$ cat config.mk
export PLATFORM = sky130hd
export DESIGN_NAME = tilt_corrected_range
export DESIGN_NICKNAME = d
export VERILOG_FILES = /design/src/hw/rtl/tcr_pkg.sv /design/src/hw/rtl/tilt_corrected_range.sv /design/src/hw/rtl/tcr_datapath.sv /design/src/hw/rtl/tcr_ctrl.sv
export SDC_FILE = /design/constraint.sdc
export NUM_CORES = 2
export LEC_CHECK = 0
export BUFFER_PORTS_ARGS = -buffer_cell sky130_fd_sc_hd__buf_2
export CAP_MARGIN = 20
export CORE_MARGIN = 4
export CORE_UTILIZATION = 50
export DETAILED_ROUTE_END_ITERATION = 6
export GPL_ROUTABILITY_DRIVEN = 1
export PLACE_DENSITY_LB_ADDON = 0.12
export SLEW_MARGIN = 20
export SYNTH_ARGS = -nofsm -noshare
export SYNTH_HDL_FRONTEND = slang
export SYNTH_SLANG_ARGS = --single-unit
export TNS_END_PERCENT = 1
$ cat constraint.sdc
create_clock -name clk_i -period 13.09 [get_ports clk_i]
set_input_delay 2.618 -clock clk_i [delete_from_list [all_inputs] [get_ports clk_i]]
set_output_delay 2.618 -clock clk_i [all_outputs]
set_load 0.02 [all_outputs]
$ cat src/hw/rtl/tcr_pkg.sv
// ----------------------------------------------------------------------------
// tcr_pkg
// shared types, codes and the arctangent table for the tilt-corrected ranger
// ----------------------------------------------------------------------------
package tcr_pkg;

  // result status codes
  localparam logic [1:0] ST_OK        = 2'd0;
  localparam logic [1:0] ST_FAULT     = 2'd1;
  localparam logic [1:0] ST_LOW_ACCEL = 2'd2;
  localparam logic [1:0] ST_NO_RANGE  = 2'd3;

  localparam int unsigned CORDIC_STEPS = 16;
  localparam logic [15:0] TILT_MAX     = 16'd51472;

  // datapath operations
  typedef enum logic [3:0] {
    OP_NOP,
    OP_LOAD,
    OP_SQUARE,
    OP_SQRT1_INIT,
    OP_SQRT_STEP,
    OP_CHECK,
    OP_DIV_STEP,
    OP_MUL,
    OP_SQRT2_INIT,
    OP_COR_INIT,
    OP_COR_STEP,
    OP_OUT
  } tcr_op_e;

  // controller to datapath
  typedef struct packed {
    tcr_op_e    op;
    logic [3:0] idx;
  } tcr_cmd_t;

  // datapath to controller
  typedef struct packed {
    logic early;
  } tcr_sts_t;

  // arctangent of 2^-i in Q1.15 radians
  function automatic logic [15:0] tcr_atan(input logic [3:0] i);
    logic [15:0] v;
    case (i)
      4'd0:    v = 16'd25736;
      4'd1:    v = 16'd15193;
      4'd2:    v = 16'd8027;
      4'd3:    v = 16'd4075;
      4'd4:    v = 16'd2045;
      4'd5:    v = 16'd1024;
      4'd6:    v = 16'd512;
      4'd7:    v = 16'd256;
      4'd8:    v = 16'd128;
      4'd9:    v = 16'd64;
      4'd10:   v = 16'd32;
      4'd11:   v = 16'd16;
      4'd12:   v = 16'd8;
      4'd13:   v = 16'd4;
      4'd14:   v = 16'd2;
      default: v = 16'd1;
    endcase
    return v;
  endfunction

endpackage

$ cat src/hw/rtl/tilt_corrected_range.sv
// ----------------------------------------------------------------------------
// tilt_corrected_range
// holds the last good slant range and corrects it for tilt from acceleration
// ----------------------------------------------------------------------------
// One transaction in gives one result out. A transaction is taken only while
// the block is idle; a full valid-range transaction runs the bit-serial
// magnitude root, the 16-step divider, the 16-step root for the sine and 16
// cordic steps, all one after another under the sequencer. Faults skip
// straight to the result, and low acceleration or no-range cases stop after
// the magnitude root and the check. The output register lets the next
// transaction be taken while a result still waits.
module tilt_corrected_range import tcr_pkg::*; #(
  parameter int unsigned ACCEL_WIDTH = 16
) (
  input  logic                          clk_i,
  input  logic                          rst_ni,
  input  logic                          psel,
  input  logic                          penable,
  input  logic                          pwrite,
  input  logic [2:0]                    paddr,
  input  logic [31:0]                   pwdata,
  output logic [31:0]                   prdata,
  output logic                          pready,
  input  logic                          in_valid_i,
  output logic                          in_stall_o,
  input  logic                          sample_ready_i,
  input  logic [15:0]                   range_mm_i,
  input  logic                          range_good_i,
  input  logic signed [ACCEL_WIDTH-1:0] accel_x_i,
  input  logic signed [ACCEL_WIDTH-1:0] accel_y_i,
  input  logic signed [ACCEL_WIDTH-1:0] accel_z_i,
  output logic                          out_valid_o,
  input  logic                          out_stall_i,
  output logic [15:0]                   held_range_mm_o,
  output logic                          held_range_known_o,
  output logic [15:0]                   vertical_mm_o,
  output logic [15:0]                   tilt_angle_o,
  output logic                          ok_o,
  output logic [1:0]                    status_o
);

  localparam logic REG_MIN_MAG = 1'b0;

  logic [15:0] min_mag_q;
  tcr_cmd_t    cmd;
  tcr_sts_t    sts;

  // configuration register
  assign pready = 1'b1;
  always_ff @(posedge clk_i or negedge rst_ni) begin
    if (!rst_ni) begin
      min_mag_q <= 16'd512;
    end else if (psel && penable && pwrite && paddr[2] == REG_MIN_MAG) begin
      min_mag_q <= pwdata[15:0];
    end
  end
  assign prdata = (paddr[2] == REG_MIN_MAG) ? {16'd0, min_mag_q} : 32'd0;

  tcr_ctrl #(
    .AW (ACCEL_WIDTH)
  ) u_ctrl (
    .clk_i       (clk_i),
    .rst_ni      (rst_ni),
    .in_valid_i  (in_valid_i),
    .in_stall_o  (in_stall_o),
    .out_valid_o (out_valid_o),
    .out_stall_i (out_stall_i),
    .cmd_o       (cmd),
    .sts_i       (sts)
  );

  tcr_datapath #(
    .AW (ACCEL_WIDTH)
  ) u_datapath (
    .clk_i              (clk_i),
    .rst_ni             (rst_ni),
    .cmd_i              (cmd),
    .sts_o              (sts),
    .min_mag_i          (min_mag_q),
    .sample_ready_i     (sample_ready_i),
    .range_mm_i         (range_mm_i),
    .range_good_i       (range_good_i),
    .accel_x_i          (accel_x_i),
    .accel_y_i          (accel_y_i),
    .accel_z_i          (accel_z_i),
    .held_range_mm_o    (held_range_mm_o),
    .held_range_known_o (held_range_known_o),
    .vertical_mm_o      (vertical_mm_o),
    .tilt_angle_o       (tilt_angle_o),
    .ok_o               (ok_o),
    .status_o           (status_o)
  );

endmodule

$ cat src/hw/rtl/tcr_datapath.sv
// ----------------------------------------------------------------------------
// tcr_datapath
// shared squarer, bit-serial square root, restoring divider and cordic unit
// ----------------------------------------------------------------------------
module tcr_datapath import tcr_pkg::*; #(
  parameter int unsigned AW = 16
) (
  input  logic                 clk_i,
  input  logic                 rst_ni,
  input  tcr_cmd_t             cmd_i,
  output tcr_sts_t             sts_o,
  input  logic [15:0]          min_mag_i,
  input  logic                 sample_ready_i,
  input  logic [15:0]          range_mm_i,
  input  logic                 range_good_i,
  input  logic signed [AW-1:0] accel_x_i,
  input  logic signed [AW-1:0] accel_y_i,
  input  logic signed [AW-1:0] accel_z_i,
  output logic [15:0]          held_range_mm_o,
  output logic                 held_range_known_o,
  output logic [15:0]          vertical_mm_o,
  output logic [15:0]          tilt_angle_o,
  output logic                 ok_o,
  output logic [1:0]           status_o
);

  localparam int unsigned SW = 2 * AW + 2;
  localparam int unsigned RW = (SW > 32) ? SW : 32;
  localparam int unsigned MW = AW + 1;
  localparam int unsigned DW = MW + 1;
  localparam int unsigned CW = (MW > 16) ? MW : 16;
  localparam int unsigned XW = 26;
  localparam int unsigned ZW = 18;

  logic [AW-1:0] ax_q, ay_q, az_q;
  logic [SW-1:0] sum_q;
  logic [RW-1:0] rad_q, res_q, bit_q;
  logic [MW-1:0] m_q;
  logic [DW-1:0] rem_q;
  logic          nb_q;
  logic [15:0]   quo_q;
  logic [15:0]   vert_q;
  logic [30:0]   cc_q;
  logic signed [XW-1:0] x_q, y_q;
  logic signed [ZW-1:0] z_q;
  logic [1:0]    status_q;
  logic [15:0]   last_range_q;
  logic          last_valid_q;

  // absolute values, the most negative code maps to its magnitude
  function automatic logic [AW-1:0] abs_f(input logic [AW-1:0] a);
    return a[AW-1] ? (~a + AW'(1)) : a;
  endfunction

  // squarer input select
  logic [AW-1:0]   sq_sel;
  logic [2*AW-1:0] sq_prod;
  always_comb begin
    case (cmd_i.idx[1:0])
      2'd0:    sq_sel = ax_q;
      2'd1:    sq_sel = ay_q;
      default: sq_sel = az_q;
    endcase
    sq_prod = sq_sel * sq_sel;
  end

  // one square root step
  logic [RW-1:0] sq_trial;
  logic          sq_take;
  assign sq_trial = res_q + bit_q;
  assign sq_take  = (rad_q >= sq_trial);

  // one divider step
  logic [DW-1:0] dv_t;
  logic          dv_take;
  assign dv_t    = {rem_q[DW-2:0], nb_q};
  assign dv_take = (dv_t >= DW'(m_q));

  // range times cosine, and cosine squared
  logic [31:0] vm_prod;
  logic [32:0] vm_round;
  logic [17:0] vm_shift;
  logic [33:0] cc_prod;
  assign vm_prod  = last_range_q * quo_q;
  assign vm_round = {1'b0, vm_prod} + 33'd16384;
  assign vm_shift = vm_round[32:15];
  assign cc_prod  = {17'd0, quo_q} * {17'd0, quo_q};

  // cordic shifts
  logic signed [XW-1:0] xs, ys;
  logic signed [ZW-1:0] atn;
  assign xs  = x_q >>> cmd_i.idx;
  assign ys  = y_q >>> cmd_i.idx;
  assign atn = ZW'(tcr_atan(cmd_i.idx));

  // low acceleration test
  logic low_acc;
  assign low_acc = (m_q == '0) || (CW'(m_q) < CW'(min_mag_i));

  // tilt clip
  logic [15:0] tilt_clip;
  always_comb begin
    if (z_q < 0) begin
      tilt_clip = 16'd0;
    end else if (z_q > ZW'(TILT_MAX)) begin
      tilt_clip = TILT_MAX;
    end else begin
      tilt_clip = z_q[15:0];
    end
  end

  // held range state
  always_ff @(posedge clk_i or negedge rst_ni) begin
    if (!rst_ni) begin
      last_range_q <= 16'd0;
      last_valid_q <= 1'b0;
    end else if (cmd_i.op == OP_LOAD && sample_ready_i && range_good_i) begin
      last_range_q <= range_mm_i;
      last_valid_q <= 1'b1;
    end
  end

  // working registers
  always_ff @(posedge clk_i) begin
    case (cmd_i.op)
      OP_LOAD: begin
        ax_q     <= abs_f(accel_x_i);
        ay_q     <= abs_f(accel_y_i);
        az_q     <= abs_f(accel_z_i);
        sum_q    <= '0;
        vert_q   <= 16'd0;
        status_q <= (sample_ready_i && !range_good_i) ? ST_FAULT : ST_OK;
      end
      OP_SQUARE: begin
        sum_q <= sum_q + SW'(sq_prod);
      end
      OP_SQRT1_INIT: begin
        rad_q <= RW'(sum_q);
        res_q <= '0;
        bit_q <= RW'(1) << (2 * AW);
      end
      OP_SQRT_STEP: begin
        if (sq_take) begin
          rad_q <= rad_q - sq_trial;
          res_q <= (res_q >> 1) + bit_q;
        end else begin
          res_q <= res_q >> 1;
        end
        bit_q <= bit_q >> 2;
        m_q   <= MW'(sq_take ? ((res_q >> 1) + bit_q) : (res_q >> 1));
      end
      OP_CHECK: begin
        if (low_acc) begin
          status_q <= ST_LOW_ACCEL;
        end else if (!last_valid_q) begin
          status_q <= ST_NO_RANGE;
        end
        rem_q <= DW'(az_q >> 1);
        nb_q  <= az_q[0];
        quo_q <= 16'd0;
      end
      OP_DIV_STEP: begin
        rem_q <= dv_take ? (dv_t - DW'(m_q)) : dv_t;
        quo_q <= {quo_q[14:0], dv_take};
        nb_q  <= 1'b0;
      end
      OP_MUL: begin
        vert_q <= (vm_shift > 18'd65535) ? 16'hFFFF : vm_shift[15:0];
        cc_q   <= cc_prod[30:0];
      end
      OP_SQRT2_INIT: begin
        rad_q <= RW'(31'h4000_0000 - cc_q);
        res_q <= '0;
        bit_q <= RW'(1) << 30;
      end
      OP_COR_INIT: begin
        x_q <= XW'({quo_q, 8'd0});
        y_q <= XW'({res_q[15:0], 8'd0});
        z_q <= '0;
      end
      OP_COR_STEP: begin
        if (y_q > 0) begin
          x_q <= x_q + ys;
          y_q <= y_q - xs;
          z_q <= z_q + atn;
        end else begin
          x_q <= x_q - ys;
          y_q <= y_q + xs;
          z_q <= z_q - atn;
        end
      end
      default: begin
      end
    endcase
  end

  // output register
  always_ff @(posedge clk_i) begin
    if (cmd_i.op == OP_OUT) begin
      held_range_mm_o    <= last_range_q;
      held_range_known_o <= last_valid_q;
      vertical_mm_o      <= (status_q == ST_OK) ? vert_q : 16'd0;
      tilt_angle_o       <= (status_q == ST_OK) ? tilt_clip : 16'd0;
      ok_o               <= (status_q == ST_OK);
      status_o           <= status_q;
    end
  end

  assign sts_o.early = (status_q != ST_OK);

endmodule

$ cat src/hw/rtl/tcr_ctrl.sv
// ----------------------------------------------------------------------------
// tcr_ctrl
// sequencer for the tilt-corrected ranger, owns both handshakes
// ----------------------------------------------------------------------------
module tcr_ctrl import tcr_pkg::*; #(
  parameter int unsigned AW = 16
) (
  input  logic     clk_i,
  input  logic     rst_ni,
  input  logic     in_valid_i,
  output logic     in_stall_o,
  output logic     out_valid_o,
  input  logic     out_stall_i,
  output tcr_cmd_t cmd_o,
  input  tcr_sts_t sts_i
);

  localparam int unsigned CNW = $clog2(AW + 2);

  localparam logic [3:0] S_IDLE   = 4'd0;
  localparam logic [3:0] S_SQ     = 4'd1;
  localparam logic [3:0] S_SQRT1I = 4'd2;
  localparam logic [3:0] S_SQRT1  = 4'd3;
  localparam logic [3:0] S_CHECK  = 4'd4;
  localparam logic [3:0] S_DIV    = 4'd5;
  localparam logic [3:0] S_MUL    = 4'd6;
  localparam logic [3:0] S_SQRT2I = 4'd7;
  localparam logic [3:0] S_SQRT2  = 4'd8;
  localparam logic [3:0] S_CORI   = 4'd9;
  localparam logic [3:0] S_COR    = 4'd10;
  localparam logic [3:0] S_DONE   = 4'd11;

  logic [3:0]     state_q, state_d;
  logic [CNW-1:0] cnt_q, cnt_d;
  logic           out_valid_q, out_valid_d;
  logic           out_free;

  assign out_free = !out_valid_q || !out_stall_i;

  // next state and command
  always_comb begin
    state_d     = state_q;
    cnt_d       = cnt_q;
    cmd_o.op    = OP_NOP;
    cmd_o.idx   = cnt_q[3:0];
    out_valid_d = out_valid_q && out_stall_i;
    unique case (state_q)
      S_IDLE: begin
        cnt_d = '0;
        if (in_valid_i) begin
          cmd_o.op = OP_LOAD;
          state_d  = S_SQ;
        end
      end
      S_SQ: begin
        if (sts_i.early) begin
          state_d = S_DONE;
        end else begin
          cmd_o.op = OP_SQUARE;
          cnt_d    = cnt_q + CNW'(1);
          if (cnt_q == CNW'(2)) begin
            state_d = S_SQRT1I;
          end
        end
      end
      S_SQRT1I: begin
        cmd_o.op = OP_SQRT1_INIT;
        cnt_d    = '0;
        state_d  = S_SQRT1;
      end
      S_SQRT1: begin
        cmd_o.op = OP_SQRT_STEP;
        cnt_d    = cnt_q + CNW'(1);
        if (cnt_q == CNW'(AW)) begin
          state_d = S_CHECK;
        end
      end
      S_CHECK: begin
        cmd_o.op = OP_CHECK;
        cnt_d    = '0;
        state_d  = S_DIV;
      end
      S_DIV: begin
        if (sts_i.early) begin
          state_d = S_DONE;
        end else begin
          cmd_o.op = OP_DIV_STEP;
          cnt_d    = cnt_q + CNW'(1);
          if (cnt_q == CNW'(CORDIC_STEPS - 1)) begin
            state_d = S_MUL;
          end
        end
      end
      S_MUL: begin
        cmd_o.op = OP_MUL;
        state_d  = S_SQRT2I;
      end
      S_SQRT2I: begin
        cmd_o.op = OP_SQRT2_INIT;
        cnt_d    = '0;
        state_d  = S_SQRT2;
      end
      S_SQRT2: begin
        cmd_o.op = OP_SQRT_STEP;
        cnt_d    = cnt_q + CNW'(1);
        if (cnt_q == CNW'(15)) begin
          state_d = S_CORI;
        end
      end
      S_CORI: begin
        cmd_o.op = OP_COR_INIT;
        cnt_d    = '0;
        state_d  = S_COR;
      end
      S_COR: begin
        cmd_o.op = OP_COR_STEP;
        cnt_d    = cnt_q + CNW'(1);
        if (cnt_q == CNW'(CORDIC_STEPS - 1)) begin
          state_d = S_DONE;
        end
      end
      S_DONE: begin
        if (out_free) begin
          cmd_o.op    = OP_OUT;
          out_valid_d = 1'b1;
          state_d     = S_IDLE;
        end
      end
      default: begin
        state_d = S_IDLE;
      end
    endcase
  end

  // state registers
  always_ff @(posedge clk_i or negedge rst_ni) begin
    if (!rst_ni) begin
      state_q     <= S_IDLE;
      cnt_q       <= '0;
      out_valid_q <= 1'b0;
    end else begin
      state_q     <= state_d;
      cnt_q       <= cnt_d;
      out_valid_q <= out_valid_d;
    end
  end

  assign in_stall_o  = (state_q != S_IDLE);
  assign out_valid_o = out_valid_q;

`ifndef SYNTHESIS
  a_accept_starts : assert property (@(posedge clk_i) disable iff (!rst_ni)
    (state_q == S_IDLE && in_valid_i) |=> (state_q == S_SQ))
    else $error("accepted transaction did not start work");

  a_done_loads : assert property (@(posedge clk_i) disable iff (!rst_ni)
    (state_q == S_DONE && out_free) |=> (out_valid_o && state_q == S_IDLE))
    else $error("finished result not presented");

  a_sqrt_bound : assert property (@(posedge clk_i) disable iff (!rst_ni)
    (state_q == S_SQRT1) |-> (cnt_q <= CNW'(AW)))
    else $error("square root step count overrun");
`endif

endmodule

After elaboration in Yosys (flattened, before gate mapping)
Memories as Yosys holds them, arrays and structs flattened.
Index checks and enable logic that the tools add are counted.
- register bits after elaboration: 449
- ROM bits: 240
- bits of input ports: 108
- output and inout port bits: 87
- logic and storage cells: 188
- memories: 1
- add/sub/neg operators: 17
- multiply operators: 3
- $lt $le $gt $ge: 7
- equal/unequal tests: 36
- shifts and indexed selects: 2
- muxes and demuxes: 47
- bitwise logic cells: 5
- reductions and logical operators: 37
- memory list (memory ; depth ; width ; rd ports ; clocked after Yosys merged registers in ; wr ports ; line ; text):
    (name not given) ; 16 ; 15 ; 1 ; 0 ; 0 ; tcr_pkg.sv:46 ; case (i)
- operators by type and width (kind ; number):
    case mux 34 bit (3 select lines) ; 2
    case mux 34 bit (2 select lines) ; 2
    case mux 26 bit (2 select lines) ; 2
    case mux 16 bit (2 select lines) ; 3
    two-way mux 34 bit ; 2
    multiplier 16 x 16 -> 32 bit ; 2
    adder 26 bit ; 2
    two-way mux 26 bit ; 2
    >>> shifter 26 x 4 -> 26 bit ; 2
    subtractor 26 bit ; 2
    adder 16 x 1 -> 16 bit, second input constant ; 3
    two-way mux 16 bit ; 3
    NOT 16 bit ; 3
    case mux 4 bit (12 select lines) ; 1
    two-way mux 15 bit ; 3
    case mux 4 bit (11 select lines) ; 1
    two-way mux 4 bit ; 10
    greater-than comparator 18 x 16 -> 1 bit, second input constant ; 2
    case mux 18 bit (2 select lines) ; 1
    adder 33 x 34 -> 34 bit ; 1
    adder 34 x 32 -> 34 bit ; 1
    adder 34 bit ; 1
    greater-or-equal comparator 34 bit ; 1
    case mux 17 bit (2 select lines) ; 1
    48 further kinds ; 101

Depth between registers and ports, before layout
- depth in word-level cells: 7
- mapped depth: 37
- depth with buffers taken out: 31

By module
From an unflattened synthesis, not the netlist that was laid out.
- cells, all modules: 5664
- area total of the unflattened synthesis: 53517.6 µm²
- modules (own cells, without submodules) (module ; instances ; cells each ; area an instance (µm²) ; sequential area each (µm²)):
    tcr_datapath ; 1 ; 5490 ; 51747.1 ; 12076.6
    tilt_corrected_range ; 1 ; 70 ; 900.9 ; 401.6
    tcr_ctrl ; 1 ; 104 ; 869.6 ; 250.2

Worst setup path after synthesis
OpenSTA, ideal clock, no wires.
- path kind: register -> register
- from: register u_ctrl.cnt_q[1]
- to: register u_datapath.sum_q[33] (data pin)
- setup time: 0.266 ns
- data arrival time: 8.809 ns
- required time: 12.824 ns
- slack: 4.015 ns
- cell stages (with the launch flop): 33
- path buffers: 5
- clock period less this slack: 9.075 ns
- cells stage by stage: dfrtp_1 > buf_2 > inv_2 > buf_1 > clkbuf_1 > ha_1 > clkbuf_1 > nor2_1 > clkbuf_1 > a21oi_1 > clkinv_1 > nand2_1 > inv_1 > fa_1 > inv_1 > fa_1 > fa_1 > fa_1 > fa_1 > inv_1 > fa_1 > ha_1 > a21o_1 > a21o_1 > a21o_1 > a31o_2 > a21oi_1 > nand2_1 > a2111oi_0 > o21bai_1 > a21oi_1 > xnor2_1 > nor2_1
- longest elaborated chain between the ends: 5
- elaborated cells on any way between the ends: 6
- those cells by class: add/sub: 1; mul: 1; eq/ne: 1; mux: 2; reduce/logical: 1
- ends and longest elaborated chain (item ; line ; text):
    start, declared ; tcr_ctrl.sv:34 ; logic [CNW-1:0] cnt_q, cnt_d;
    start signal, assigned ; tcr_ctrl.sv:143 ; cnt_q <= cnt_d;
    == test 2 x 1 -> 1 bit / logical NOT 2 bit (equally long branches) ; tcr_datapath.sv:59 ; case (cmd_i.idx[1:0])
    case mux 16 bit (2 select lines) (*) ; tcr_datapath.sv:59 ;
    multiplier 16 x 16 -> 32 bit (*) ; tcr_datapath.sv:64 ; sq_prod = sq_sel * sq_sel;
    adder 34 x 32 -> 34 bit (*) ; tcr_datapath.sv:135 ; sum_q <= sum_q + SW'(sq_prod);
    case mux 34 bit (2 select lines) (*) ; tcr_datapath.sv:125 ; case (cmd_i.op)
    end signal, assigned ; tcr_datapath.sv:135 ;
    end, declared ; tcr_datapath.sv:36 ; logic [SW-1:0] sum_q;
Mark *: on every way between the ends. The rest lies on a longest branch, timed or not.
A chain may end at the register's enable or synchronous reset.

Final worst setup path
Ends and elaborated chain as after synthesis.

==> impl_metrics.py <==
metrics = {
    "cells_and_area": {
        "area_growth_pct": 7.38,
        "drive_gt1_frac": 0.0832,
        "final_util": 0.544,
        "finish.instance_area_um2": 57600,
        "num-nets-final": 6888,
    },
    "logic_synthesis": {
        "ys_types": 100,
        "synthAdderAreaFrac": 0.325,
        "yosysSeqAreaShare": 0.237,
        "yosys_warnings": 0,
        "async_flop_share": 0.0998,
        "synth_edf_count": 388,
        "syn_area_per_cell_um2": 9.49,
        "synth_seq_cells": 431,
        "synthFlopType": "edfxtp_1",
        "synth-simple-area-share": 0.139,
        "synth-compound-area-share": 0.114,
        "synth_mux_area_frac": 0.0454,
        "synth_area_um2": 53600,
        "synth_xor_area_frac": 0.0568,
        "synth_top_family_by_area": "adder cells",
        "syn_inst": 5652,
    },
    "timing": {
        "max_slew_margin": 0.262,
        "clock_skew_ns": 0.0632,
        "setup_viol": 0,
        "fmax_mhz": 103,
        "final_max_slew_viol_count": 0,
        "hold_viol": 0,
        "tightest_slew_ns": 1.10,
        "tns_ns": 0,
        "min_period_ns": 9.72,
        "rsz0062_at_grt": "no",
        "finalCritPeriodShare": 0.742,
    },
    "setup_path": {
        "critPathMaxStageDelay_ns": 0.60,
        "crit_top_cell": "fa_1",
        "rr_worst_depth": 30,
        "critical_path.max_fanout": 63,
        "cp_slowest_cell": "a21o_1",
        "cp-start-kind": "flip-flop",
        "endpoint_kind": "flip-flop",
        "setup.worst_path.class": "flip-flop to flip-flop",
        "required_ns": 13.49,
        "cp.arrival_ns": 10.12,
    },
    "route": {
        "antenna_left": 0,
        "wl_per_cell_um": 19.6,
        "drt_iter0_drc": 2779,
        "via_count": 40274,
        "routed_via_density": 5.63,
        "remaining_drc_errors": 0,
        "first_pass_iters": 6,
        "routed_wl_um": 140000,
    },
    "global_route": {
        "grt_max_degree": 71,
        "grt_usage": 0.253,
        "overflow": 0,
        "antenna_found_initial": 4,
        "grt_pass1_wl_um": 227000,
        "first_global_vias": 41271,
    },
    "clocking": {
        "cts_tree": "yes",
        "numCtsBuffers": 53,
        "cts_setup_buffers": 0,
        "cts.sinks": 431,
        "clk_pin_slew_worst_paths_ns": 0.06,
        "postCtsHoldBufs": 0,
        "root_buffer": "clkbuf_16",
        "cts_resized": 0,
        "htree_levels": 2,
        "cts.path.max_buffers": 3,
        "clock_latency_ns": 0.69,
    },
    "placement": {
        "place_area_um2": 55800,
        "dp_hpwl_um": 108000,
        "port_buffers": 159,
        "place_congestion": 0.899,
    },
    "floorplanning": {
        "die_h_um": 336,
        "initial_utilization": 0.507,
        "dieArea_um2": 113000,
        "core.rowCount": 119,
        "core_area_um2": 106000,
        "fp.dieW_um": 336,
        "pin_count": 195,
    },
    "job": {
        "drv_cap": 0,
    },
    "run_status": {
        "status": "finished, final reports clean",
    },
    "hold_path": {
        "hp-class": "flip-flop to flip-flop",
        "worstHoldPathCells": 0,
    },
}
[worst max-delay path, delay by kind of cell, from the launching register on]
family	cells	cell delay [ns]
flip-flops	1	0.34
adder cells (fa/ha/maj)	8	3.79
AO/OA/AOI/OAI	9	2.52
XOR/XNOR	1	0.13
AND/OR/NAND/NOR	4	0.67
buffers and inverters	8	1.93
[layout by cell type (no fill, tap or decap), types with 141 or more instances in the layout]
master,netlist,layout
a21oi_1,265,263
and2_1,256,256
buf_2,16,159
edfxtp_1,388,388
fa_1,562,562
ha_1,496,496
inv_1,870,868
nand2_1,546,546
nor2_1,379,377
o21ai_0,237,237
xnor2_1,207,207
xor2_1,141,141
[metal layers]
layer  part of all wire  up-vias  wire (um)  global-route usage
met5                  0        -          0                   0
met3              0.059      172       8220              0.0343
met1               0.44    20072      62300               0.352
met2               0.47     1034      65900               0.419
li1                   -    18996          -                   -
met4              0.026        0       3600              0.0663
[kinds of logic (layout without fill, tap and decap cells)]
group                    after synthesis  count (layout)
flip-flops                           431             431
other                                  2              18
AND/OR/NAND/NOR                     1562            1562
buffers and inverters               1107            1207
AO/OA/AOI/OAI                        965             965
adder cells (fa/ha/maj)             1058            1058
XOR/XNOR                             348             348
multiplexers                         179             179
[cell type report]
cell class	count	area (um2)
well taps	1391	1740
clock inverters	32	312
inverters	881	3310
flip-flops and latches	431	12700
fillers	9643	48300
multi-input cells	4129	36700
clock buffers	68	1480
repair buffers	226	1300
diodes	1	2.50
[cell usage after synthesis (all sizes together), types with 46 or more instances]
library cell,count,area (um2)
a21o,90,676
a21oi,265,1330
and2,256,1600
buf,56,398
clkbuf,170,642
edfxtp,388,11700
fa,562,11300
ha,496,6210
inv,873,3280
mux2,56,631
mux2i,77,771
mux4,46,1040
nand2,546,2050
nand2b,52,325
nand3,48,240
nor2,381,1440
nor3,69,362
o21ai,245,1230
xnor2,207,1810
xor2,141,1230
[final timing paths]
kind,from,endpoint,slack (ns)
max,u_ctrl.cnt_q[1],u_datapath.sum_q[33],3.37
min,u_datapath.status_q[1],u_datapath.status_o[1],0.48
max reg2reg,u_ctrl.cnt_q[1],u_datapath.sum_q[33],3.37
min reg2reg,u_datapath.status_q[1],u_datapath.status_o[1],0.48
max in group asynchronous,rst_ni,u_ctrl.cnt_q[0],10.36
min in group asynchronous,rst_ni,u_datapath.last_range_q[2],2.12
[metrics by stage]
step	setup WS (ns)	instances	hold slack (ns)
floorplan	4.01	5667	0.417
global placement	3.55	7057	0.442
detailed placement	3.48	7058	0.444
CTS	3.44	7158	0.476
global route	2.78	7158	0.495
finish	3.37	7159	0.476
[sequential cells by signal, summed over array words and instances (netlist names), 17 cells and up]
register	flops
u_datapath.m_q	17
u_datapath.rem_q	17
u_datapath.rad_q	34
u_datapath.res_q	34
u_datapath.y_q	26
u_datapath.sum_q	34
u_datapath.cc_q	30
u_datapath.x_q	26
u_datapath.z_q	18
u_datapath.bit_q	17
Power is left out: the tool's default activity adds up to more than one toggle a clock period on the data nets, which glitch-free logic cannot reach.
